## src/rtl/glpd_pkg.sv

```systemverilog
// shared types, widths and register codes of the grid local peak detector
package glpd_pkg;

    localparam int MAX_COLS_DEF = 1024;
    localparam int MAX_ROWS_DEF = 1024;

    localparam int SAMPLE_W   = 32;
    localparam int CFG_W      = 11;
    localparam int POS_W      = 11;
    localparam int COUNT_W    = 21;
    localparam int APB_ADDR_W = 3;
    localparam int APB_DATA_W = 32;

    localparam logic [COUNT_W-1:0] TOTAL_MAX = '1;

    localparam logic REG_GRID_COLS = 1'b0;
    localparam logic REG_GRID_ROWS = 1'b1;

    typedef struct packed {
        logic signed [SAMPLE_W-1:0] sample;
        logic                       pad;
    } t_in_item;

    typedef struct packed {
        logic               is_total;
        logic [POS_W-1:0]   peak_row;
        logic [POS_W-1:0]   peak_col;
        logic [COUNT_W-1:0] total_count;
        logic               last;
    } t_out_item;

    typedef struct packed {
        logic             peak;
        logic             total;
        logic [POS_W-1:0] row;
        logic [POS_W-1:0] col;
    } t_decision;

endpackage

```

## src/rtl/glpd_cfg.sv

```systemverilog
// apb register block for grid size, with clamping and restart pulse
module glpd_cfg #(
    parameter int  MAX_COLS = glpd_pkg::MAX_COLS_DEF,
    parameter int  MAX_ROWS = glpd_pkg::MAX_ROWS_DEF,
    localparam int CW       = $clog2(MAX_COLS + 1),
    localparam int RW       = $clog2(MAX_ROWS + 1)
) (
    input  logic                            i_clk,
    input  logic                            i_rst_n,
    input  logic                            psel,
    input  logic                            penable,
    input  logic                            pwrite,
    input  logic [glpd_pkg::APB_ADDR_W-1:0] paddr,
    input  logic [glpd_pkg::APB_DATA_W-1:0] pwdata,
    output logic [glpd_pkg::APB_DATA_W-1:0] prdata,
    output logic                            pready,
    output logic                            o_restart,
    output logic [CW-1:0]                   o_cols,
    output logic [RW-1:0]                   o_rows
);
    import glpd_pkg::*;

    logic [CFG_W-1:0] r_cols;
    logic [CFG_W-1:0] r_rows;
    logic             wr;
    logic             idx;

    assign pready = 1'b1;
    assign idx    = paddr[2];
    assign wr     = psel && penable && pwrite;

    always_ff @(posedge i_clk) begin
        if (!i_rst_n) begin
            r_cols <= CFG_W'(1);
            r_rows <= CFG_W'(1);
        end else if (wr) begin
            case (idx)
                REG_GRID_COLS: r_cols <= pwdata[CFG_W-1:0];
                REG_GRID_ROWS: r_rows <= pwdata[CFG_W-1:0];
                default: ;
            endcase
        end
    end

    always_comb begin
        case (idx)
            REG_GRID_COLS: prdata = APB_DATA_W'(r_cols);
            REG_GRID_ROWS: prdata = APB_DATA_W'(r_rows);
            default:       prdata = '0;
        endcase
    end

    always_comb begin
        if (r_cols == '0) begin
            o_cols = CW'(1);
        end else if (32'(r_cols) > MAX_COLS) begin
            o_cols = CW'(MAX_COLS);
        end else begin
            o_cols = CW'(r_cols);
        end
        if (r_rows == '0) begin
            o_rows = RW'(1);
        end else if (32'(r_rows) > MAX_ROWS) begin
            o_rows = RW'(MAX_ROWS);
        end else begin
            o_rows = RW'(r_rows);
        end
    end

    assign o_restart = wr;
endmodule

```

## config.mk

```make
export PLATFORM = sky130hd
export DESIGN_NAME = glpd_cfg
export DESIGN_NICKNAME = d
export VERILOG_FILES = /design/src/rtl/glpd_pkg.sv /design/src/rtl/glpd_cfg.sv
export SDC_FILE = /design/constraint.sdc
export NUM_CORES = 1
export LEC_CHECK = 0
export ABC_AREA = 1
export ABC_CLOCK_PERIOD_IN_PS = 1100
export BUFFER_PORTS_ARGS = -buffer_cell sky130_fd_sc_hd__buf_2
export CAP_MARGIN = 20
export CORE_ASPECT_RATIO = 1.2
export CORE_MARGIN = 2
export CORE_UTILIZATION = 40
export CTS_CLUSTER_SIZE = 28
export DETAILED_ROUTE_END_ITERATION = 16
export PLACE_DENSITY = 0.75
export SETUP_SLACK_MARGIN = 0.05
export SLEW_MARGIN = 10
export SYNTH_ARGS = -nofsm -noshare
export SYNTH_HDL_FRONTEND = slang
export SYNTH_SLANG_ARGS = --single-unit
```

## constraint.sdc

```tcl
create_clock -name i_clk -period 1.1 [get_ports i_clk]
set_input_delay 0 -clock i_clk [delete_from_list [all_inputs] [get_ports i_clk]]
set_output_delay 0 -clock i_clk [all_outputs]
set_load 0.01 [all_outputs]
```

=== Word level (Yosys, flattened, before mapping) ===
Index checks and enable logic that the tools add are counted.

* Magnitude comparators: 2
* Mux-type cells: 5
* Bitwise gates (word level): 1
* Reduce and logical (&&, ||, !) cells: 6

{| class="wikitable"
|+ Operators with widths
! operator !! count
|-
| $pmux W32 S2 || 1
|-
| $mux W11 || 4
|-
| $gt A11 B11 Y1 const B || 2
|-
| $logic_not A11 Y1 || 2
|-
| $reduce_and A2 Y1 || 2
|-
| $logic_and A1 B1 Y1 || 2
|-
| $not A1 Y1 || 1
|}

* Register bits after elaboration: 22
* Input bits: 40
* Output and inout bits: 56
* Logic and storage cells: 16

=== Depth between registers and ports, before layout ===
Gate-level depths: netlist of run 1.

* Depth after elaboration: 3
* Gate-level depth with buffers: 7
* Mapped depth without buffers: 7

=== Least setup slack after synthesis of run 1 ===
OpenSTA, ideal clock, no wires.

* Path kind: register -> output
* Start: register r_cols[8]
* End: output port o_cols[1]
* Data arrival time: 0.916 ns
* Required time: 1.100 ns
* Slack: 0.184 ns
* Cell stages (with the launch flop): 6
* Path buffers: 0
* Cells stage by stage: dfxtp_1 -> inv_1 -> nand3_1 -> nor2_1 -> nor2_1 -> nor2_1

* Longest elaborated chain between the ends: 3
* Elaborated cells on any way between the ends: 4
* Those cells by class: order compare: 1; mux: 2; reduce/logical: 1

{| class="wikitable"
|+ RTL lines
! what !! RTL line !! source
|-
| start, declared || glpd_cfg.sv:23 || <nowiki>logic [CFG_W-1:0] r_cols;</nowiki>
|-
| start signal, assigned || glpd_cfg.sv:38 || <nowiki>REG_GRID_COLS: r_cols <= pwdata[CFG_W-1:0];</nowiki>
|-
| $gt A11 B11 Y1 || glpd_cfg.sv:56 || <nowiki>end else if (32'(r_cols) > MAX_COLS) begin</nowiki>
|-
| $mux W11 || glpd_cfg.sv:56 ||
|-
| $mux W11 * || glpd_cfg.sv:54 || <nowiki>if (r_cols == '0) begin</nowiki>
|-
| end, declared || glpd_cfg.sv:18 || <nowiki>output logic [CW-1:0] o_cols,</nowiki>
|}

Every way passes the cells marked *; elsewhere a longest branch is shown, timed or not.

=== Final worst setup path of run 1 ===
* Start: register r_cols[7]
* End: output port o_cols[2]

The elaborated chain is that of the path after synthesis.

==> results of run 1 <==
==> kinds of logic after synthesis <==
| kind of cell | count (synthesis) | share of synthesized area |
|---|---|---|
| other | 2 | 0.00569 |
| flip-flops | 22 | 0.334 |
| AND/OR/NAND/NOR | 102 | 0.304 |
| AO/OA/AOI/OAI | 33 | 0.127 |
| buffers and inverters | 57 | 0.229 |
==> final cells by class <==
cell class	instances	share of cell area
clock buffer	3	0.0109
inverter	26	0.0535
multi-input combinational	158	0.394
sequential	22	0.227
tap	36	0.0219
timing repair buffer	86	0.293
==> stage by stage <==
step / instance area [um^2] / total power (W) / setup TNS [ns] / setup WS [ns]
floorplan: 1400 / 0.00110 / 0 / 0.184
global placement: 1640 / 0.00118 / -0.236 / -0.0532
detailed placement: 1640 / 0.00118 / -0.521 / -0.0828
CTS: 1950 / 0.00160 / -3.62 / -0.207
global route: 2060 / 0.00174 / -5.93 / -0.326
finish: 2060 / 0.00165 / -3.99 / -0.234
==> power breakdown <==
part / total, W / leakage (nW) / switching (W) / internal (W)
sequential: 0.000855 / 0.187 / 0.0000253 / 0.000829
combinational: 0.000439 / 0.893 / 0.000248 / 0.000190
clock: 0.000352 / 0.0138 / 0.000224 / 0.000128
total: 0.00165 / 1.09 / 0.000498 / 0.00115
==> layer usage <==
metal / track usage / vias to the layer above / part of all wire
met5: 0 / - / 0
met3: 0.0155 / 22 / 0.052
met2: 0.358 / 74 / 0.51
li1: - / 780 / -
met1: 0.218 / 670 / 0.38
met4: 0.152 / 0 / 0.060
==> final timing paths <==
kind              startpoint          to  slack [ns]  depth (start not counted)
setup / recovery   r_cols[7]   o_cols[2]       -0.23                          6
hold / removal       i_rst_n   r_rows[0]        0.04                          2
setup reg to reg  r_cols[10]  r_cols[10]        0.24                          3
hold reg to reg    r_rows[7]   r_rows[7]        0.55                          2
==> sequential cells by signal (all words and copies together) (netlist names) <==
name    flops
r_rows     11
r_cols     11
==> cell usage in the layout, fill, tap and decap left out <==
cell and instances:
buf_2 49, buf_4 12, buf_6 14, clkbuf_4 3, conb_1 22, dfxtp_1 1, dfxtp_2 21, dlygate4sd3_1 11
inv_1 15, inv_2 6, inv_4 5, nand2_1 20, nand2_2 1, nand2_4 1, nand3_1 1, nand3_2 5
nor2_1 58, nor2_2 7, nor2_4 9, nor3_4 1, o211ai_1 1, o21ai_0 19, o21ai_1 6, o21ai_2 6
o21ai_4 1
==> timing repair <==
action / in CTS / in global routing
pin swaps: 14 / 19
setup buffers: 5 / 2
gates resized for setup: 58 / 43
endpoints found under the hold margin: 22 / 0
gates cloned: 1 / 0
setup endpoints to repair: 29 / 31
hold buffers: 11 / 0
==> critical path, delay by kind of cell, from the launching register on <==
| family | cells | cell delay [ns] |
|---|---|---|
| AND/OR/NAND/NOR | 5 | 0.55 |
| flip-flops | 1 | 0.35 |
| buffers and inverters | 1 | 0.14 |
==> impl_metrics.toml, run 1 <==
[synth]
synth_top_area_frac = 0.334
async_flop_share = 0
ys_warn_count = 0
ys_seq_elements = 22
yosys_most_used_dff = "dfxtp_1"
ys_top_cells_by_area = "dfxtp_1 33%, nor2_1 20%, buf_4 13%, o21ai_0 12%, inv_1 6.8%"
synthCells = 216
synth-edff-count = 0
yosysSeqAreaShare = 0.334
postSynthAreaPerCell_um2 = 6.11
ys_types = 17
syn_area_mm2 = 0.00132
synth.largest_area_cell = "dfxtp_1"
yosysMostFrequentCell = "nor2_1"
synth_common_cells = "71 x nor2_1, 31 x o21ai_0, 24 x inv_1"

[timing]
rsz0062_at_grt = "yes"
min_period_over_period = 1.21
setup_viol = 20
skew_ns = 0
finalHoldViolations = 0
fin_ws_ns = -0.234
whs_ns = 0.0408
maxSlewViolCount = 0
min_period_ns = 1.33
fmax_mhz = 750

[outcome]
status = "complete, but fails checks"
violations = "negative setup slack"

[clocking]
clk_path_buf_depth = 2
path_clk_slew_ns = 0.12
cts.sinks = 22
htreeDepth = 1
root_buffer = "clkbuf_4"
clk_latency_ns = 0.30
cts_tree = "yes"
cts_buffers = 3

[grt]
antenna_found_initial = 0
grt_max_degree = 23
grt_pass1_wl_mm = 5.87
grt_pass1_vias = 1396
track_usage = 0.200
grt_overflow = 0

[setup_path]
critPathRequiredTime_ns = 1.10
crit_slowest_cell = "dfxtp_2"
crit_fanout = 8
crit_path_start_kind = "flop"
critical_path_arrival_ns = 1.33
critPathMaxStageDelay_ns = 0.35
cp_cell_sequence = "nor2_4, nand3_2, nor2_4, nor2_4, nor2_2, buf_2"
path_common_cell = "nor2_4"
end_kind = "primary output"
crit_type = "reg -> out"

[finish]
fin_util = 0.662
n_antenna_cell = 0
nFillCells = 255
layout-drive-gt1-share = 0.478
nets = 337
syn_to_final_growth_pct = 55.9
multi_input_area_um2 = 811
regArea_um2 = 467
stdcell_count = 331

[min_path]
hold_class = "in -> reg"

[power]
peakVddDrop_mv = 0.627
power_density_mw_per_mm2 = 799
leakagePower_nw = 1.09

[route]
drc = 0
dr.pass1.iters = 5
num_vias = 1546
wirelength_mm = 3.81
drt_iter0_drc = 103
antenna_left = 0
vias_per_cell = 4.67
wl_per_cell_um = 11.5

[floorplan]
die_area_mm2 = 0.00378
die_x_um = 56.4
start_util = 0.424
top_level_ports = 96
die_y_um = 66.9
core_mm2 = 0.00311
rows = 22

[placement]
dp_hpwl_mm = 2.52
dp.cells = 312
numPortBuffers = 50
globalplace.congestion = 0.902

[job]
maxCapViolCount = 0
No activity file was read; power rests on OpenSTA's default activity.
==> run 2: changes to the inputs <==
--- a/config.mk
+++ b/config.mk
@@ -6,15 +6,15 @@
 export NUM_CORES = 1
 export LEC_CHECK = 0
 export ABC_AREA = 1
-export ABC_CLOCK_PERIOD_IN_PS = 1100
-export BUFFER_PORTS_ARGS = -buffer_cell sky130_fd_sc_hd__buf_2
+export ABC_CLOCK_PERIOD_IN_PS = 1700
+export BUFFER_PORTS_ARGS = -buffer_cell sky130_fd_sc_hd__buf_4
 export CAP_MARGIN = 20
 export CORE_ASPECT_RATIO = 1.2
 export CORE_MARGIN = 2
-export CORE_UTILIZATION = 40
+export CORE_UTILIZATION = 43
 export CTS_CLUSTER_SIZE = 28
 export DETAILED_ROUTE_END_ITERATION = 16
-export PLACE_DENSITY = 0.75
+export PLACE_DENSITY = 0.8
 export SETUP_SLACK_MARGIN = 0.05
 export SLEW_MARGIN = 10
 export SYNTH_ARGS = -nofsm -noshare
==> constraint.sdc (replaced) <==
create_clock -name i_clk -period 1.7 [get_ports i_clk]
set_input_delay 0 -clock i_clk [delete_from_list [all_inputs] [get_ports i_clk]]
set_output_delay 0 -clock i_clk [all_outputs]
set_load 0.01 [all_outputs]
==> impl_metrics.toml, run 2 (synthesis results as in run 1) <==
[clocking]
path_clk_slew_ns = 0.11
cts_tree = "yes"
htreeDepth = 1
cts.sinks = 22
clk_latency_ns = 0.29
clk_path_buf_depth = 2
cts_buffers = 3
root_buffer = "clkbuf_4"
post_cts_buffers = 0

[floorplan]
die_y_um = 64.7
die_x_um = 54.6
core_mm2 = 0.00300
top_level_ports = 96
die_area_mm2 = 0.00353
start_util = 0.440
rows = 22

[power]
peakVddDrop_mv = 0.293
leakagePower_nw = 0.903
power_density_mw_per_mm2 = 570

[route]
drt_iter0_drc = 31
dr.pass1.iters = 4
wirelength_mm = 3.19
drc = 0
antenna_left = 0
num_vias = 1376
vias_per_cell = 4.48
wl_per_cell_um = 10.4

[finish]
fin_util = 0.587
regArea_um2 = 440
n_antenna_cell = 0
final_common_cell = "nor2_1"
layout-drive-gt1-share = 0.225
multi_input_area_um2 = 654
syn_to_final_growth_pct = 33.4
top_regs = "r_cols x11, r_rows x11"
final_cell_mix = "70 x nor2_1, 52 x buf_4, 31 x o21ai_0, 24 x inv_1"
nets = 313
nFillCells = 316

[timing]
finalHoldViolations = 0
fin_tns_setup_ns = 0
maxSlewViolCount = 0
whs_ns = 0.00855
setup_viol = 0
fmax_mhz = 700
min_period_ns = 1.43
skew_ns = 0
min_period_over_period = 0.840
rsz0062_at_grt = "no"

[setup_path]
crit_type = "reg -> out"
critPathTopFamily = "simple AND/OR/NAND/NOR gates"
critical_path_arrival_ns = 1.43
r2r-start = "r_cols[10]"
crit_path_start_kind = "flop"
crit_slowest_cell = "dfxtp_1"
cp_cell_sequence = "inv_1, nand3_1, nor2_1, nor2_2, nor2_1, buf_4"
crit_fanout = 8
critPathRequiredTime_ns = 1.70
critPathMaxStageDelay_ns = 0.38
end_kind = "primary output"
cp.depth = 6
path_common_cell = "nor2_1"
cp-startpoint = "r_cols[9]"
worstRegToRegCells = 2
crit_end = "o_cols[9]"
reg2reg_setup_slack_ns = 1.00
path_buf_inv = 2
timing.rr.end = "r_cols[10]"

[grt]
grtUsageMet1 = 0.255
grt_busiest_layer = "met2"
grt_overflow = 0
grt_pass1_vias = 1169
grt_pass1_wl_mm = 5.09
grt_use_met2 = 0.307
antenna_found_initial = 0
met3_usage = 0.00922
grt_max_degree = 25
track_usage = 0.188

[min_path]
hold_class = "in -> reg"

[placement]
numPortBuffers = 50
dp_hpwl_mm = 2.44
globalplace.congestion = 0.836

[job]
maxCapViolCount = 0

[outcome]
status = "finished, final reports clean"
-- run 2: layout make-up --
type	count	share of cell area
Clock buffer	3	0.0128
Inverter	26	0.0554
Multi-Input combinational cell	157	0.372
Sequential cell	22	0.250
Tap cell	36	0.0256
Timing Repair Buffer	63	0.284
-- run 2: power breakdown --
| group | leakage (nW) | switching, W | internal (W) | total [W] |
|---|---|---|---|---|
| Combinational | 0.711 | 0.000125 | 0.000105 | 0.000231 |
| Clock | 0.0138 | 0.000140 | 0.0000825 | 0.000223 |
| Sequential | 0.179 | 0.0000164 | 0.000533 | 0.000550 |
-- run 2: worst min-delay path by stage --
stage / cells past startpoint / slack, ns / from / end
2_1_floorplan: 2 / 0.12 / penable / o_restart
3_3_place_gp: 3 / 0.23 / pwdata[0] / r_rows[0]
3_5_place_dp: 3 / 0.24 / pwdata[0] / r_rows[0]
4_1_cts: 2 / 0.0007 / i_rst_n / r_rows[0]
5_1_grt: 2 / 0.01 / i_rst_n / r_rows[0]
6_report: 2 / 0.009 / i_rst_n / r_rows[0]
-- run 2: through the flow --
stage	worst slack (ns)	instance area (um^2)	total power [W]	instances
after floorplan	0.784	1400	0.000709	236
after global placement	0.465	1630	0.000767	293
after detailed placement	0.463	1630	0.000770	293
after CTS	0.109	1760	0.00101	307
after global routing	0.160	1760	0.00106	307
final	0.272	1760	0.00100	307
-- run 2: timing repair --
item / in CTS / in global routing
gates resized for setup: 0 / 1
hold buffers: 11 / 0
hold endpoints to repair: 22 / 0
endpoints found under the setup margin: 0 / 8
-- run 2: worst register-to-register path, cell delays in order, from the launching register on --
cell     delay (ns)
dfxtp_1        0.44
o21ai_0        0.12
nor2_1         0.09
-- run 2: layer usage --
layer  routed length (um)  up-vias
met2                 1610       51
met3                  169        4
met1                 1370      598
met4                   42        0
li1                     -      723
met5                    0        -
==> run 3: changes to the inputs <==
--- a/config.mk
+++ b/config.mk
@@ -6,15 +6,15 @@
 export NUM_CORES = 1
 export LEC_CHECK = 0
 export ABC_AREA = 1
-export ABC_CLOCK_PERIOD_IN_PS = 1700
+export ABC_CLOCK_PERIOD_IN_PS = 1300
 export BUFFER_PORTS_ARGS = -buffer_cell sky130_fd_sc_hd__buf_4
 export CAP_MARGIN = 20
 export CORE_ASPECT_RATIO = 1.2
 export CORE_MARGIN = 2
-export CORE_UTILIZATION = 43
+export CORE_UTILIZATION = 36
 export CTS_CLUSTER_SIZE = 28
 export DETAILED_ROUTE_END_ITERATION = 16
-export PLACE_DENSITY = 0.8
+export PLACE_DENSITY = 0.71
 export SETUP_SLACK_MARGIN = 0.05
 export SLEW_MARGIN = 10
 export SYNTH_ARGS = -nofsm -noshare
==> constraint.sdc (replaced) <==
create_clock -name i_clk -period 1.3 [get_ports i_clk]
set_input_delay 0 -clock i_clk [delete_from_list [all_inputs] [get_ports i_clk]]
set_output_delay 0 -clock i_clk [all_outputs]
set_load 0.01 [all_outputs]
==> impl_metrics.toml, run 3 (synthesis results as in run 1) <==
[outcome]
status = "finished, final reports clean"

[clocking]
clk_path_buf_depth = 2
cts_buffers = 3
cts.sinks = 22
htreeDepth = 1
clk_latency_ns = 0.26
path_clk_slew_ns = 0.08
cts_tree = "yes"
root_buffer = "clkbuf_8"

[route]
vias_per_cell = 4.38
drt_iter0_drc = 17
wirelength_mm = 3.37
drc = 0
num_vias = 1398
antenna_left = 0
dr.pass1.iters = 4
wl_per_cell_um = 10.6

[timing]
fin_ws_ns = 0.0219
maxSlewViolCount = 0
skew_ns = 0
rsz0062_at_grt = "yes"
fin_tns_setup_ns = 0
finalHoldViolations = 0
min_period_over_period = 0.983
whs_ns = 0.0333
setup_viol = 0
fmax_mhz = 782
min_period_ns = 1.28

[finish]
final_cell_mix = "58 x buf_4, 55 x nor2_1, 31 x o21ai_0, 22 x nand2_1, 22 x conb_1"
layout-drive-gt1-share = 0.393
nFillCells = 336
multi_input_area_um2 = 781
top_regs = "r_cols x11, r_rows x11"
syn_to_final_growth_pct = 52.2
finalInstanceArea_mm2 = 0.00201
n_antenna_cell = 0
nets = 321
final_common_cell = "buf_4"
regArea_um2 = 470

[power]
p_clk_frac = 0.313
leakagePower_nw = 1.00
power_density_mw_per_mm2 = 775
swShare = 0.275
switchingPower_w = 0.000429
p_total_w = 0.00156
peakVddDrop_mv = 0.346
internal_power_w = 0.00113
power.share.sequential = 0.463
pwr-share-comb = 0.224

[setup_path]
cp_cell_sequence = "nor2_4, nand3_4, nor2_4, nor2_4, nor2_1, buf_4"
critPathMaxStageDelay_ns = 0.37
crit_slowest_cell = "dfxtp_4"
end_kind = "primary output"
reg2reg_setup_slack_ns = 0.49
critPathTopFamily = "simple AND/OR/NAND/NOR gates"
crit_type = "reg -> out"
crit_fanout = 8
critical_path_arrival_ns = 1.28
crit_path_start_kind = "flop"
path_buf_inv = 1
path_common_cell = "nor2_4"
critPathRequiredTime_ns = 1.30

[grt]
track_usage = 0.165
grt_pass1_vias = 1221
grt_max_degree = 25
grt_overflow = 0
grt_pass1_wl_mm = 5.36
antenna_found_initial = 0

[floorplan]
core_mm2 = 0.00357
top_level_ports = 96
start_util = 0.369
rows = 24
die_y_um = 70.3
die_x_um = 59.3
die_area_mm2 = 0.00417

[placement]
dp_hpwl_mm = 2.48
globalplace.congestion = 0.822
place_ws_ns = 0.0371
numPortBuffers = 50
dpl_cell_area_mm2 = 0.00164

[job]
maxCapViolCount = 0

[min_path]
hold_class = "in -> reg"
[run 3: cell types whose count changed in the layout (fill, tap and decap cells not counted), moves of 4 or more]
cell / previous run / this run
clkbuf_8: 0 / 4
nor2_2: 3 / 8
dfxtp_2: 0 / 15
dfxtp_1: 22 / 4
nor2_4: 0 / 11
nor2_1: 70 / 55
nand3_1: 5 / 1
buf_4: 52 / 58
[run 3: final timing paths]
check / startpoint / to / depth (start not counted)
worst max-delay path: r_cols[6] / o_cols[7] / 6
worst min-delay path: i_rst_n / r_rows[0] / 2
worst max register to register: r_rows[3] / r_rows[3] / 3
worst min register to register: r_rows[1] / r_rows[1] / 2
[run 3: repair_timing]
action                                  4_1_cts  5_1_grt
endpoints found under the setup margin       18       19
buffers inserted                              5        1
gates cloned                                  1        0
pin swaps                                    11       15
hold buffers                                 11        0
hold endpoints to repair                     19        0
gates resized for setup                      35       22
[run 3: routing by layer]
layer	wire (um)	share of wire	GRT usage	vias to the layer above
li1	-	-	-	743
met1	1380	0.41	0.200	602
met2	1790	0.53	0.291	49
met3	149	0.044	0.0185	4
met4	44	0.013	0.0581	0
met5	0	0	0	-
[run 3: layout make-up]
class | count | share of cell area
sequential | 22 | 0.234
clock buffer | 4 | 0.0274
multi-input combinational | 158 | 0.389
timing repair buffer | 70 | 0.277
tap | 39 | 0.0243
inverter | 26 | 0.0486
[run 3: power groups by stage]
stage / logic [W] / clock network [W] / registers, W
after floorplan: 0.000200 / 0 / 0.000727
after CTS: 0.000336 / 0.000487 / 0.000721
final: 0.000349 / 0.000488 / 0.000721
after global routing: 0.000383 / 0.000520 / 0.000724
after global placement: 0.000275 / 0 / 0.000731
after detailed placement: 0.000276 / 0 / 0.000732
[run 3: through the flow]
step                      cells   util
after CTS                   318  0.545
after global placement      297  0.458
after floorplan             236      -
after detailed placement    297  0.458
after global routing        319  0.562
final                       319  0.562
