## src/rtl/glpd_pkg.sv

```systemverilog
// shared types, widths and register codes of the grid local peak detector
package glpd_pkg;

    localparam int MAX_COLS_DEF = 1024;
    localparam int MAX_ROWS_DEF = 1024;

    localparam int SAMPLE_W   = 32;
    localparam int CFG_W      = 11;
    localparam int POS_W      = 11;
    localparam int COUNT_W    = 21;
    localparam int APB_ADDR_W = 3;
    localparam int APB_DATA_W = 32;

    localparam logic [COUNT_W-1:0] TOTAL_MAX = '1;

    localparam logic REG_GRID_COLS = 1'b0;
    localparam logic REG_GRID_ROWS = 1'b1;

    typedef struct packed {
        logic signed [SAMPLE_W-1:0] sample;
        logic                       pad;
    } t_in_item;

    typedef struct packed {
        logic               is_total;
        logic [POS_W-1:0]   peak_row;
        logic [POS_W-1:0]   peak_col;
        logic [COUNT_W-1:0] total_count;
        logic               last;
    } t_out_item;

    typedef struct packed {
        logic             peak;
        logic             total;
        logic [POS_W-1:0] row;
        logic [POS_W-1:0] col;
    } t_decision;

endpackage

```

## src/rtl/glpd_ifs.sv

```systemverilog


interface glpd_out_if;
    import glpd_pkg::*;
    logic      valid;
    logic      ready;
    t_out_item data;
    modport source (output valid, output data, input ready);
    modport sink (input valid, input data, output ready);
endinterface

```

## src/rtl/glpd_emit.sv

```systemverilog
// result sequencing into the output register and saturating peak total
module glpd_emit (
    input  logic                i_clk,
    input  logic                i_rst_n,
    input  logic                i_restart,
    input  logic                i_dec_valid,
    input  glpd_pkg::t_decision i_dec,
    output logic                o_retire,
    glpd_out_if.source          o_peak_if
);
    import glpd_pkg::*;

    logic               r_out_valid;
    t_out_item          r_out;
    t_out_item          n_item;
    logic               r_phase, n_phase;
    logic [COUNT_W-1:0] r_total;
    logic               out_free;
    logic               load;
    logic               count_inc;
    logic               count_clear;

    assign out_free = !r_out_valid || o_peak_if.ready;

    always_comb begin
        o_retire    = 1'b0;
        load        = 1'b0;
        n_phase     = r_phase;
        n_item      = '0;
        count_inc   = 1'b0;
        count_clear = 1'b0;
        if (i_dec_valid) begin
            if (!i_dec.peak && !i_dec.total) begin
                o_retire = 1'b1;
            end else if (out_free) begin
                load = 1'b1;
                if (i_dec.peak && !r_phase) begin
                    n_item.peak_row = i_dec.row;
                    n_item.peak_col = i_dec.col;
                    n_item.last     = !i_dec.total;
                    count_inc       = 1'b1;
                    if (i_dec.total) begin
                        n_phase = 1'b1;
                    end else begin
                        o_retire = 1'b1;
                    end
                end else begin
                    n_item.is_total    = 1'b1;
                    n_item.total_count = r_total;
                    n_item.last        = 1'b1;
                    o_retire           = 1'b1;
                    n_phase            = 1'b0;
                    count_clear        = 1'b1;
                end
            end
        end
    end

    always_ff @(posedge i_clk) begin
        if (!i_rst_n) begin
            r_out_valid <= 1'b0;
            r_phase     <= 1'b0;
            r_total     <= '0;
        end else if (i_restart) begin
            r_out_valid <= load || (r_out_valid && !o_peak_if.ready);
            r_phase     <= 1'b0;
            r_total     <= '0;
        end else begin
            r_out_valid <= load || (r_out_valid && !o_peak_if.ready);
            r_phase     <= n_phase;
            if (count_clear) begin
                r_total <= '0;
            end else if (count_inc && r_total != TOTAL_MAX) begin
                r_total <= r_total + COUNT_W'(1);
            end
        end
    end

    always_ff @(posedge i_clk) begin
        if (load) begin
            r_out <= n_item;
        end
    end

    assign o_peak_if.valid = r_out_valid;
    assign o_peak_if.data  = r_out;

`ifndef SYNTHESIS
    a_phase_pending: assert property (@(posedge i_clk) disable iff (!i_rst_n)
        r_phase |-> i_dec_valid && i_dec.peak && i_dec.total)
        else $error("second result pending without a peak and total decision");

    a_total_is_last: assert property (@(posedge i_clk) disable iff (!i_rst_n)
        r_out_valid && r_out.is_total |-> r_out.last)
        else $error("total result not marked last");
`endif
endmodule
```

## src/flat_wrapper.sv

```systemverilog
// flat-port wrapper written by rule: the top's interface ports become plain ports
module glpd_emit_flat import glpd_pkg::*;
  (i_clk, i_rst_n, i_restart, i_dec_valid, i_dec, o_retire, o_peak_if_valid, o_peak_if_data, o_peak_if_ready);
  glpd_out_if o_peak_if_i ();
  input  logic i_clk;
  input  logic i_rst_n;
  input  logic i_restart;
  input  logic i_dec_valid;
  input  glpd_pkg::t_decision i_dec;
  output logic o_retire;
  output wire logic [$bits(o_peak_if_i.valid)-1:0] o_peak_if_valid;
  output wire logic [$bits(o_peak_if_i.data)-1:0] o_peak_if_data;
  input wire logic [$bits(o_peak_if_i.ready)-1:0] o_peak_if_ready;
  assign o_peak_if_valid = o_peak_if_i.valid;
  assign o_peak_if_data = o_peak_if_i.data;
  assign o_peak_if_i.ready = o_peak_if_ready;
  glpd_emit u_core (.i_clk(i_clk), .i_rst_n(i_rst_n), .i_restart(i_restart), .i_dec_valid(i_dec_valid), .i_dec(i_dec), .o_retire(o_retire), .o_peak_if(o_peak_if_i));
endmodule
```

## config.mk

```make
export PLATFORM = sky130hd
export DESIGN_NAME = glpd_emit_flat
export DESIGN_NICKNAME = d
export VERILOG_FILES = /design/src/rtl/glpd_pkg.sv /design/src/rtl/glpd_ifs.sv /design/src/rtl/glpd_emit.sv /design/src/flat_wrapper.sv
export SDC_FILE = /design/constraint.sdc
export NUM_CORES = 1
export LEC_CHECK = 0
export BUFFER_PORTS_ARGS = -buffer_cell sky130_fd_sc_hd__clkbuf_2
export CELL_PAD_IN_SITES_DETAIL_PLACEMENT = 1
export CELL_PAD_IN_SITES_GLOBAL_PLACEMENT = 2
export CORE_MARGIN = 1.5
export CORE_UTILIZATION = 30
export DETAILED_ROUTE_END_ITERATION = 10
export HOLD_SLACK_MARGIN = 0.03
export PLACE_DENSITY_LB_ADDON = 0.12
export REMOVE_ABC_BUFFERS = 1
export SYNTH_ARGS = -nofsm -noshare
export SYNTH_HDL_FRONTEND = slang
export SYNTH_SLANG_ARGS = --single-unit
export TNS_END_PERCENT = 20
```

## constraint.sdc

```tcl
create_clock -name i_clk -period 2.1 [get_ports i_clk]
set_clock_uncertainty 0.1 [all_clocks]
set_input_delay 0.105 -clock i_clk [delete_from_list [all_inputs] [get_ports i_clk]]
set_output_delay 0.105 -clock i_clk [all_outputs]
set_load 0.05 [all_outputs]
```

After elaboration in Yosys (flattened, before gate mapping)
Index checks and enable logic that the tools add are counted.
Storage, ports and cells
  flip-flop bits (word level): 68
  bits in latches: 0
  RAM bits: 0
  bits in read-only memories: 0
  input bits: 29
  output and inout port bits: 47
  logic and storage cells: 52
  memories kept: 0
Operators by class
  add/subtract/negate cells: 1
  multipliers: 0
  div/mod/pow operators: 0
  $lt $le $gt $ge: 0
  eq/ne operators: 2
  shift-type cells: 0
  multiplexer cells: 19
  bitwise operators: 5
  reductions and logical operators: 17
Operators with widths (count)
  21-bit by 1-bit adder with 21-bit output, second input constant: 1
  21-bit inequality test, second input constant: 1
  1-bit 2-to-1 mux: 19
  4-bit OR reduction: 2
  3-bit OR reduction: 2
  1-bit logical NOT: 5
  1-bit NOT: 5
  1-bit logical AND: 4
  4-bit AND reduction: 1
  1-bit logical OR: 2
  2-bit inequality test, second input constant: 1
  2-bit OR reduction: 1

Depth between registers and ports, before layout
Gate-level depths: netlist (run 1).
  depth in word-level cells: 7
  depth in mapped cells: 7
  depth with buffers taken out: 6

Worst setup path before layout (run 1)
OpenSTA, ideal clock, no wires.
  kind: reg-to-reg
  start point: register u_core.r_out_valid, in the netlist u_core.o_peak_if.valid
  end point: register u_core.r_out, in the netlist u_core.o_peak_if.data[0] (enable)
  setup time: 0.400 ns
  arrival time: 1.998 ns
  data required time: 1.600 ns
  path slack: -0.398 ns
  stages on the path, launching flop included: 4
  buffers on the path: 0
  period minus slack after synthesis: 2.498 ns
  path through: dfxtp_1 nor2b_1 or3_1 inv_1
On the way
  longest elaborated chain between the ends: 5
RTL lines
  from (decl): RTL line glpd_emit.sv:13  | logic r_out_valid;
  from (signal assigned): RTL line glpd_emit.sv:65  | r_out_valid <= load || (r_out_valid && !o_peak_if.ready);
  from (signal assigned): RTL line glpd_emit.sv:69  | r_out_valid <= load || (r_out_valid && !o_peak_if.ready);
  1-bit logical NOT: RTL line glpd_emit.sv:23  | assign out_free = !r_out_valid || o_peak_if.ready;
  1-bit logical OR: RTL line glpd_emit.sv:23
  1-bit 2-to-1 mux: RTL line glpd_emit.sv:35  | end else if (out_free) begin
  1-bit 2-to-1 mux: RTL line glpd_emit.sv:33  | if (!i_dec.peak && !i_dec.total) begin
  1-bit 2-to-1 mux: RTL line glpd_emit.sv:32  | if (i_dec_valid) begin
  net u_core.load: RTL line glpd_emit.sv:19  | logic load;
  to (signal assigned): RTL line glpd_emit.sv:81  | r_out <= n_item;
  to (decl): RTL line glpd_emit.sv:14  | t_out_item r_out;
The timed path passes the listed nets, and every way through them passes these cells.
A chain may end at the register's enable or synchronous reset.

Final worst setup path (run 1)
  start point: register u_core.r_total[0]
  end point: register u_core.r_total[13]
On the way
  longest elaborated chain between the ends: 2
  elaborated cells on any way between the ends: 3
  classes of those cells: 1 x add/sub; 1 x eq/ne; 1 x reduce/logical
RTL lines
  from (decl): RTL line glpd_emit.sv:17  | logic [COUNT_W-1:0] r_total;
  from (signal assigned): RTL line glpd_emit.sv:74  | r_total <= r_total + COUNT_W'(1);
  parallel branches: the longest is 2 deep, another holds 21-bit by 1-bit adder with 21-bit output
Several ways; the timed one is not identified.

==> impl.org, run 1 <==
** Logic synthesis
- Leading post-synthesis cells by instance count :: edfxtp_1 (45), and2_1 (43), dfxtp_1 (23)
- Area share of the largest cell type after synthesis :: 48.1%
- The netlist uses 30 different library cells.
- Yosys instantiated no cell more often than edfxtp_1.
- Yosys printed 0 warnings.
- Of all cell types, the one taking the most synthesized area is edfxtp_1.
- Average size of a mapped cell :: 11.7 um2
- Number of enable-type register cells in the synthesized netlist :: 45
- Sequential-to-total area share from yosys stat :: 64.4%
- Ys flop type :: edfxtp_1
- Share of synthesized flip-flops with an asynchronous set or reset :: 0%
- Cell count after synthesis :: 241
- Top cells by area, synth :: edfxtp_1 (48%), dfxtp_1 (16%), and2_1 (9.6%), xnor2_1 (2.5%), a21oi_1 (2.3%)
- The synthesized design contains 68 register bits.
- Netlist area before placement :: 0.00281 mm2

** Floorplanning
- In this run the standard cell core region covers 0.00915 mm2.
- 76 I/O pins were placed.
- Chip Height :: 99.8 um
- The floorplan has 35 rows.
- The die covers 0.00996 mm2.
- The die is 99.8 um wide.
- Once the floorplan was initialized, standard cells occupied 30.7% of the core.

** STA
- Setup repair after global routing could not meet its margin everywhere.
- Share of the cycle needed by the critical path after routing :: 96.0%
- Post-layout min period :: 2.02 ns
- Setup violations remaining at the end of the flow were counted as 0.
- The worst pin sits at a relative slew slack of 72.1%.
- Number of pins exceeding their max-slew limit in the final report :: 0
- Across all hold checks on the routed design, the worst slack comes to 0.0749 ns.
- Final setup slack of the worst path :: 0.0846 ns
- The final hold violation count was 0.
- For the pin with the worst max-slew slack, the measured transition is 0.418 ns.
- Peak clock frequency supported by timing :: 496 MHz

** Final layout
- # nets final :: 389
- Ratio of cells with drive above 1 in the final layout :: 32.1%
- Compared with the post-synthesis result, the final layout area differs by 37.8%.
- Final cell count without fillers :: 475
- The repair_antennas step left the layout with diodes totalling 0.

** Route
- Before antenna repair, the detailed router went through 4 iterations.
- Final antenna-violating net count :: 0
- In the routed design, unresolved DRC markers number 0.
- DRT Wirelength :: 6850 um
- Per-cell routed wire length :: 14.4 um
- DRC marker count from the first detailed-route iteration :: 49
- Via density :: 4.65
- Number of vias after detailed routing :: 2209

** Worst hold path
- Kind of path behind the tightest hold check :: input pin to flop

** Global routing
- GRT Max-Usage Layer :: met2
- Global-route met3 utilization :: 2.92%
- Global routing used 23.7% of the available met2 tracks.
- Across every metal layer, demand over resource in global routing totals 14.3%.
- The number of antenna violations at the first check in global routing came to 0.
- Largest net degree at the start of global routing :: 35
- Global-route track usage on met1 :: 18.1%
- Via count of the first global-routing pass :: 2294
- Global routing finished with a remaining overflow of 0.
- Wire length of the first global-routing pass :: 11100 um

** Placed design
- HPWL after DPL :: 4540 um
- OpenSTA, run right after detailed placement, puts the worst setup slack at 0.0398 ns.
- The congestion estimate from routability-driven global placement came to 0.739.
- Port bufs :: 75
- Once placement completed, the tool counted placed cells totaling 435.

** Power and ir drop
- Total power divided by cell area :: 743 mW/mm2
- Worst ir drop on vdd :: 0.000265 V
- For this design the static power due to leakage is 1.49 nW.
- After layout, the design draws a total of 2.88 mW.

** Critical path
- The critical path is of the flop to flop type.
- STA classifies the critical path endpoint as a flop.
- STA classifies the critical path startpoint as a flop.
- Data on the critical path is required at its endpoint by 2.27 ns.
- Data arrives at the worst endpoint at 2.19 ns.
- Setup slack on the worst reg-to-reg path comes out at 0.08 ns.
- Biggest fanout along the worst timing path :: 8

** Clocking
- After clock tree synthesis, the setup repair step added 0 buffers.
- The tree is rooted in a clkbuf_8.
- H-Tree Depth :: 3
- Number of clock sinks :: 68
- Clock insertion delay at the later pin of the skew report :: 0.34 ns
- No sink is reached through more buffers than the 2 on the longest clock path.
- Clock slew at the register clock pins of the worst setup and hold paths :: 0.08 ns
- CTS tree :: built
- Number of buffers inserted during clock tree synthesis :: 9

** Flow run
- Max-cap violations :: 0

** Run status
- Run status :: complete, no violations
## critical path, stage by stage, from the launching register on
cell	delay [ns]
dfxtp_2	0.35
ha_1	0.22
and4_1	0.24
a211o_4	0.38
or4_1	0.50
a21oi_1	0.15
## state kept, by name (all words and copies together) (netlist names)
| name | cells |
|---|---|
| u_core.r_phase | 1 |
| u_core.o_peak_if.valid | 1 |
| u_core.o_peak_if.data | 45 |
| u_core.r_total | 21 |
## cells in the final DEF (no fill, tap or decap), types with 2 or more instances in the layout
cell type | Yosys | final
clkbuf_2 | 0 | 75
edfxtp_1 | 45 | 45
and2_1 | 43 | 43
dlygate4sd3_1 | 0 | 24
dfxtp_1 | 23 | 21
buf_4 | 0 | 17
nor2_1 | 15 | 15
nand2_1 | 15 | 15
a21oi_1 | 13 | 13
clkbuf_8 | 0 | 10
xnor2_1 | 8 | 8
o21ai_0 | 7 | 7
nand4_1 | 7 | 7
and3_1 | 6 | 6
nor3_1 | 5 | 5
nand3_1 | 5 | 5
nor4_1 | 6 | 5
or3_1 | 4 | 4
o31ai_1 | 4 | 4
or4_1 | 4 | 4
clkinvlp_4 | 0 | 4
nor2b_1 | 3 | 3
inv_1 | 3 | 2
mux2i_1 | 2 | 2
nand2b_1 | 2 | 2
and4_1 | 2 | 2
a211oi_2 | 0 | 2
clkinv_2 | 0 | 2
dfxtp_2 | 0 | 2
## metrics by stage
stage	utilization, %	setup TNS [ns]	area [um2]
floorplan	-	-21.21	2770
global placement	37.5	0	3430
detailed placement	37.5	0	3430
CTS	42.0	0	3850
global route	42.3	-0.0629	3870
finish	42.3	0	3870
## cell families (layout without fill, tap and decap cells)
kind of cell / count (synthesis) / in the layout / synth area share [%]
adders and majority gates: 1 / 1 / 0.445
DFF: 68 / 68 / 64.4
buffers and inverters: 13 / 136 / 1.96
xor gates and xnor gates: 8 / 8 / 2.49
muxes: 2 / 2 / 0.712
and+or+nand+nor: 119 / 119 / 23.7
AOI/OAI and AO/OA: 30 / 30 / 6.23
## per-layer routing
metal | vias up | wire length (um)
met4 | 0 | 111
met3 | 7 | 337
met1 | 1039 | 3250
li1 | 1103 | -
met5 | - | 0
met2 | 60 | 3160
## path summary, 6_finish.rpt
path / startpoint / end / cells after the start
setup reg to reg: u_core.r_total[0]$_SDFFE_PP0P_ / u_core.r_total[13]$_SDFFE_PP0P_ / 5
hold reg to reg: u_core.r_total[4]$_SDFFE_PP0P_ / u_core.r_total[4]$_SDFFE_PP0P_ / 1
hold / removal: o_peak_if_ready / u_core.o_peak_if.valid$_SDFF_PN0_ / 3
setup / recovery: u_core.r_total[0]$_SDFFE_PP0P_ / u_core.r_total[13]$_SDFFE_PP0P_ / 5
## power by group
part / internal, mW / switching, mW
Sequential: 1.48 / 0.0154
Clock: 0.456 / 0.523
Combinational: 0.112 / 0.289
## final cells by class
| cell class | instances | area [um2] |
|---|---|---|
| clock inverter | 6 | 40.0 |
| tap | 111 | 139 |
| clock buffer | 10 | 138 |
| fill | 1023 | 5280 |
| timing repair buffer | 117 | 763 |
| multi-input combinational | 160 | 970 |
| inverter | 3 | 11.3 |
| sequential | 68 | 1810 |
## what timing repair did
item                       in CTS  in global routing
setup endpoints to repair       0                 12
gates resized for setup         0                  7
hold endpoints to repair       24                  0
hold buffers                   24                  0
Note: power is estimated with default switching activity, not from simulation.
==> run 2: changes to the inputs <==
==> constraint.sdc (replaced) <==
create_clock -name i_clk -period 2.1 [get_ports i_clk]
set_clock_uncertainty 0.1 [all_clocks]
set_input_delay 0.21 -clock i_clk [delete_from_list [all_inputs] [get_ports i_clk]]
set_output_delay 0.21 -clock i_clk [all_outputs]
set_load 0.05 [all_outputs]
==> run 2 against run 1 <==
Worst hold slack worse by 0.030 ns. First-iteration DRC count increased by 10%. Clock power rose by 25%. Largest power group unchanged. Non-clock buffer count is 13 lower. Count of clock-buffer cells in the layout stayed put. Largest cell class unchanged. Die area is the same. Critical endpoint unchanged. Combinational power is 4% lower. Design area decreased by 2.2%. Highest routed layer unchanged. Critical path depth unchanged. Sequential power barely moved.
==> impl.org, run 2 (same netlist as run 1, synthesis figures left out) <==
** Run status
- Run status :: complete, no violations

** Route
- Drc violations :: 0
- DRT Wirelength :: 6690 um
- The detail route stage leaves a number of antenna-violating nets equal to 0.
- Per-cell routed wire length :: 14.5 um
- In the routed layout, each cell is associated on average with a via count of 4.71.
- Detailed Routing Iterations Pass 1 :: 4
- Number of vias after detailed routing :: 2177
- The detailed router finished its first iteration with 54 violations.

** Clocking
- Clock tree synthesis found a total of 68 sinks.
- The clock reaches the later pin of the worst-skew pair after 0.34 ns.
- The clock passes through at most 2 buffers.
- Number of buffers inserted during clock tree synthesis :: 9
- The root buffer cell chosen for the clock tree is clkbuf_8.
- TritonCTS built the clock tree.
- In this run the number of H-tree levels came out at 3.
- Clock slew at the register clock pins of the worst setup and hold paths :: 0.08 ns

** Placed design
- HPWL after DPL :: 4550 um
- Once placement finished, the instance area stood at 0.00343 mm2.
- Placer's final routability congestion estimate :: 0.735
- In this run the tool buffered the top-level ports with 75 buffer cells.
- Pre-CTS setup slack :: 0.0488 ns
- Placed cell count :: 435

** Global routing
- Global routing finished with a remaining overflow of 0.
- Via count of the first global-routing pass :: 2194
- Global routing consumed, over all layers together, 14.2% of the routing resources.
- Initial antenna violation count :: 0
- Largest net degree at the start of global routing :: 35
- Wire length of the first global-routing pass :: 10900 um

** Floorplanning
- The floorplan step defined a die boundary enclosing 0.00996 mm2.
- Core Area :: 0.00915 mm2
- The initial utilization of the core area, before any placement, comes to 30.7%.
- 76 I/O pins were placed.
- Chip Height :: 99.8 um
- Standard-cell row count :: 35
- The floorplan step set the die width to 99.8 um.

** STA
- Headroom to the max-slew limit came out at 73.3%.
- For this run, the top clock speed supported by timing is 501 MHz.
- Total negative setup slack :: 0 ns
- The final hold violation count came to 0.
- For the pin with the worst max-slew slack, the measured transition is 0.397 ns.
- The final critical path takes up 95.0% of the cycle.
- Final setup slack of the worst path :: 0.105 ns
- Post-layout min period :: 1.99 ns
- Setup violations remaining at the end of the flow were counted as 0.
- Number of pins exceeding their max-slew limit in the final report :: 0
- Hold is met by 0.0447 ns.

** Critical path
- WS Path Type :: flop to flop
- Cell with the largest stage delay on the worst path :: or4_1
- Cell-by-cell trace of the critical path :: and2_1 > nand4_1 > a211o_4 > or4_1 > a21oi_1
- Of all nets on the critical path, the largest fanout is 8.
- For this run, the slowest stage of the critical path takes 0.51 ns.
- Combined buffer and inverter count along the critical path :: 0
- Worst setup EP type :: flop
- Category of the worst setup path launch point :: flop
- Data on the critical path arrives at its endpoint at 2.16 ns.
- Cell family with the largest share of critical-path delay :: simple AND/OR/NAND/NOR gates
- Data on the critical path is required at its endpoint by 2.27 ns.

** Final layout
- The finished cells cover 0.00379 mm2.
- Ratio of cells with drive above 1 in the final layout :: 33.0%
- The register with the most flip-flops in the layout has 45 of them.
- Leaving out fill and tap cells, the most frequent cells in the layout are clkbuf_2 (75), edfxtp_1 (45), and2_1 (43), dfxtp_1 (22), buf_4 (17).
- The library cell used most frequently in the layout, excluding fill and tap cells, is clkbuf_2.
- Core occupancy in the finished layout :: 41.4%
- For this run, the number of standard cells in the final layout without fillers is 462.
- Relative to the synthesized area, the layout overhead comes to 34.8%.
- # nets final :: 376
- Antenna cell count :: 0

** Power and ir drop
- Total power divided by cell area :: 819 mW/mm2
- Power consumption :: 3.10 mW
- Worst ir drop on vdd :: 0.000261 V
- Summed over all cells, the static leakage comes to 1.47 nW.

** Worst hold path
- The min-delay analysis places its worst path in the category input pin to flop.

** Flow run
- Max-cap violations in this run came to 0.
run 2: cell count changes in the layout (fill, tap and decap cells not counted), sizes merged:
cell	change
bufinv	+2
clkinv	+2
clkinvlp	-4
dlygate4sd3	-13
run 2: power by group:
part           total (mW)  switching (mW)  internal (mW)  leakage (nW)
clock                1.22           0.518          0.701         0.116
sequential           1.50          0.0145           1.48         0.624
combinational       0.385           0.286         0.0989         0.729
run 2: timing repair:
action | CTS | global route
hold endpoints to repair | 11 | 0
hold buffers | 11 | 0
endpoints found under the setup margin | 0 | 11
setup buffers | 0 | 0
gates resized for setup | 0 | 6
run 2: area by class of cell:
class	instances	area, um2
fill	1032	5360
sequential	68	1810
multi-input combinational	160	967
timing repair buffer	104	633
tap	111	139
clock buffer	10	138
clock inverter	6	87.6
inverter	3	11.3
run 2: metal layers:
layer | track usage, % | part of all wire, % | vias up | wire (um)
li1 | - | - | 1071 | -
met1 | 18.5 | 48 | 1038 | 3210
met2 | 22.6 | 46 | 62 | 3060
met3 | 3.69 | 5.1 | 6 | 341
met4 | 5.53 | 1.2 | 0 | 81
met5 | 0 | 0 | - | 0
run 2: worst paths after layout:
check | from | slack, ns | end | cells after the start
min reg2reg | u_core.r_total[20]$_SDFFE_PP0P_ | 0.40 | u_core.r_total[20]$_SDFFE_PP0P_ | 2
max | u_core.r_total[3]$_SDFFE_PP0P_ | 0.11 | u_core.r_total[13]$_SDFFE_PP0P_ | 5
max reg2reg | u_core.r_total[3]$_SDFFE_PP0P_ | 0.11 | u_core.r_total[13]$_SDFFE_PP0P_ | 5
min | i_dec[16] | 0.04 | u_core.o_peak_if.data[38]$_SDFFCE_PP0P_ | 2
run 2: worst register-to-register path, stage by stage (launching register included):
cell and delay, ns:
dfxtp_1 0.41, and2_1 0.18, nand4_1 0.18, a211o_4 0.39
or4_1 0.51, a21oi_1 0.15
==> run 3: changes to the inputs <==
--- a/config.mk
+++ b/config.mk
@@ -6,10 +6,8 @@
 export NUM_CORES = 1
 export LEC_CHECK = 0
 export BUFFER_PORTS_ARGS = -buffer_cell sky130_fd_sc_hd__clkbuf_2
-export CELL_PAD_IN_SITES_DETAIL_PLACEMENT = 1
-export CELL_PAD_IN_SITES_GLOBAL_PLACEMENT = 2
 export CORE_MARGIN = 1.5
-export CORE_UTILIZATION = 30
+export CORE_UTILIZATION = 47
 export DETAILED_ROUTE_END_ITERATION = 10
 export HOLD_SLACK_MARGIN = 0.03
 export PLACE_DENSITY_LB_ADDON = 0.12
==> run 3 against run 2 <==
Wire length shrank 20%. Sequential power is essentially flat. Largest power group unchanged. Register-to-register slack lost 0.02 ns. Non-clock buffer count shrank 17. Design area shrank 6.0%. Largest cell class unchanged. Clock power shrank 8%. Via count shrank 6.1%. Sequential cell count is the same.
==> impl.org, run 3 (same netlist as run 1, synthesis figures left out) <==
** Route
- Detailed Routing Iterations Pass 1 :: 4
- For this run, design rule violations remaining after detail routing come to 0.
- Final antenna-violating net count :: 0
- The routed design has 5350 um of wire.
- Per-cell routed wire length :: 13.2 um
- Via density :: 5.04
- Number of vias after detailed routing :: 2045
- After the first detailed-routing iteration, the DRC count stood at 76.

** Global routing
- The number of global-route vias before repair is 1868.
- For this run the aggregate overflow at the end of global routing stands at 0.
- The number of antenna violations at the first check in global routing was 0.
- Wire length of the first global-routing pass :: 8540 um
- Overall track demand over capacity in global routing :: 17.7%
- Entering global routing, the biggest net connects 42 pins.

** Final layout
- The finished cells cover 0.00356 mm2.
- The area growth from synthesis to layout is 26.7%.
- Most common cell after layout, fill and taps aside :: clkbuf_2
- Most used cells in the layout excluding fill and tap cells :: clkbuf_2 (75), edfxtp_1 (45), and2_1 (43), dfxtp_1 (23)
- Core occupancy in the finished layout :: 63.1%
- Summing all flip-flop and latch instances after layout gives 0.00181 mm2.
- # nets final :: 359
- Area taken by multi-input logic gates :: 960 um2
- Number of flip-flops under the largest register name :: 45
- Ratio of cells with drive above 1 in the final layout :: 30.5%
- Antenna cell count :: 0
- Count of fill cells added during filler insertion :: 473

** STA
- RSZ-0062 raised after global routing :: true
- Hold timing on the final database bottoms out at a slack of 0.0544 ns.
- Number of pins exceeding their max-slew limit in the final report :: 0
- Count of final setup violators :: 0
- Headroom to the max-slew limit came out at 71.3%.
- Post-layout min period :: 2.01 ns
- Peak clock frequency supported by timing :: 497 MHz
- For the pin with the worst max-slew slack, the measured transition is 0.427 ns.
- The final hold violation count was 0.
- Dividing the final minimum period by the clock period gives 95.8%.

** Critical path
- Cell-by-cell trace of the critical path :: ha_1 > and4_1 > a211o_4 > or4_1 > a21oi_1
- Required arrival time at the worst endpoint :: 2.26 ns
- Largest stage delay, worst path :: 0.53 ns
- WS Path Type :: flop to flop
- Data on the critical path arrives at its endpoint at 2.17 ns.
- In this run the worst path has a maximum fanout of 13.
- STA classifies the critical path endpoint as a flop.
- Cell with the largest stage delay on the worst path :: or4_1
- STA classifies the critical path startpoint as a flop.

** Placed design
- HPWL after DPL :: 3680 um
- Placer's final routability congestion estimate :: 0.746
- Placement Cell Area :: 0.00333 mm2
- Input and output buffers added on the ports amount to 75.

** Power and ir drop
- Across the VDD grid, the largest voltage drop is 0.000603 V.
- The design draws 2.98 mW.
- Dividing total power by cell area gives a power density of 836 mW/mm2.
- Static leakage :: 1.38 nW

** Clocking
- Clock Path Buffers :: 2
- Buffer cell driving the clock tree root :: clkbuf_8
- Clock slew at the register clock pins of the worst setup and hold paths :: 0.07 ns
- Number of clock sinks :: 68
- In this run, CTS created clock tree buffers numbering 9.
- Clock insertion delay at the later pin of the skew report :: 0.33 ns
- The H-tree generated during clock tree synthesis spans 3 levels.
- TritonCTS built the clock tree.

** Floorplanning
- For this configuration, the core starts out at a cell density of 49.8%.
- The die covers 0.00645 mm2.
- Die width :: 80.3 um
- Chip Height :: 80.3 um
- Standard-cell row count :: 27
- Core Area :: 0.00564 mm2
- 76 I/O pins were placed.

** Run status
- The run finished with clean final reports.

** Worst hold path
- The tightest min-delay check is of the input pin to flop type.

** Flow run
- Max-cap violations :: 0
## run 3: final cells by class
| cell class | count | area share [%] |
|---|---|---|
| Multi-Input combinational cell | 160 | 27.0 |
| Tap cell | 72 | 2.53 |
| Inverter | 3 | 0.316 |
| Timing Repair Buffer | 87 | 13.5 |
| Clock buffer | 11 | 3.69 |
| Sequential cell | 68 | 50.9 |
| Clock inverter | 5 | 2.14 |
## run 3: worst paths after layout
kind,start,endpoint,slack (ns),cells past startpoint
max,u_core.r_total[0]$_SDFFE_PP0P_,u_core.r_total[13]$_SDFFE_PP0P_,0.09,5
min,i_dec[14],u_core.o_peak_if.data[36]$_SDFFCE_PP0P_,0.05,2
max reg2reg,u_core.r_total[0]$_SDFFE_PP0P_,u_core.r_total[13]$_SDFFE_PP0P_,0.09,5
min reg2reg,u_core.r_total[20]$_SDFFE_PP0P_,u_core.r_total[20]$_SDFFE_PP0P_,0.39,2
## run 3: stage by stage
step | cells | setup slack, ns | setup TNS (ns)
floorplan | 231 | -0.398 | -21.21
finish | 406 | 0.0884 | 0
global route | 406 | -0.000276 | -0.000276
global placement | 389 | 0.0858 | 0
CTS | 406 | 0.0233 | 0
detailed placement | 389 | 0.0261 | 0
## run 3: metal layers
layer | wire [um] | share of wire (%) | GRT usage (%) | up-vias
met2 | 2370 | 44 | 26.8 | 68
li1 | - | - | - | 1042
met1 | 2520 | 47 | 23.1 | 923
met5 | 0 | 0 | 0 | -
met4 | 118 | 2.2 | 10.0 | 0
met3 | 336 | 6.3 | 4.20 | 12
## run 3: where the power goes
part	internal (mW)	leakage, nW	switching, mW
clock	0.664	0.101	0.454
combinational	0.0832	0.651	0.279
sequential	1.48	0.624	0.0143
total	2.23	1.38	0.747
## run 3: critical path, delay by kind of cell (launching register included)
kind / cells / cell delay [ns]
compound gates: 2 / 0.54
fa+ha+maj: 1 / 0.21
simple gates: 2 / 0.78
flops: 1 / 0.31
## run 3: repair_timing
action | CTS | global route
buffers inserted | 0 | 0
setup endpoints to repair | 0 | 4
hold endpoints to repair | 1 | 0
hold buffers | 1 | 0
gates resized for setup | 0 | 3
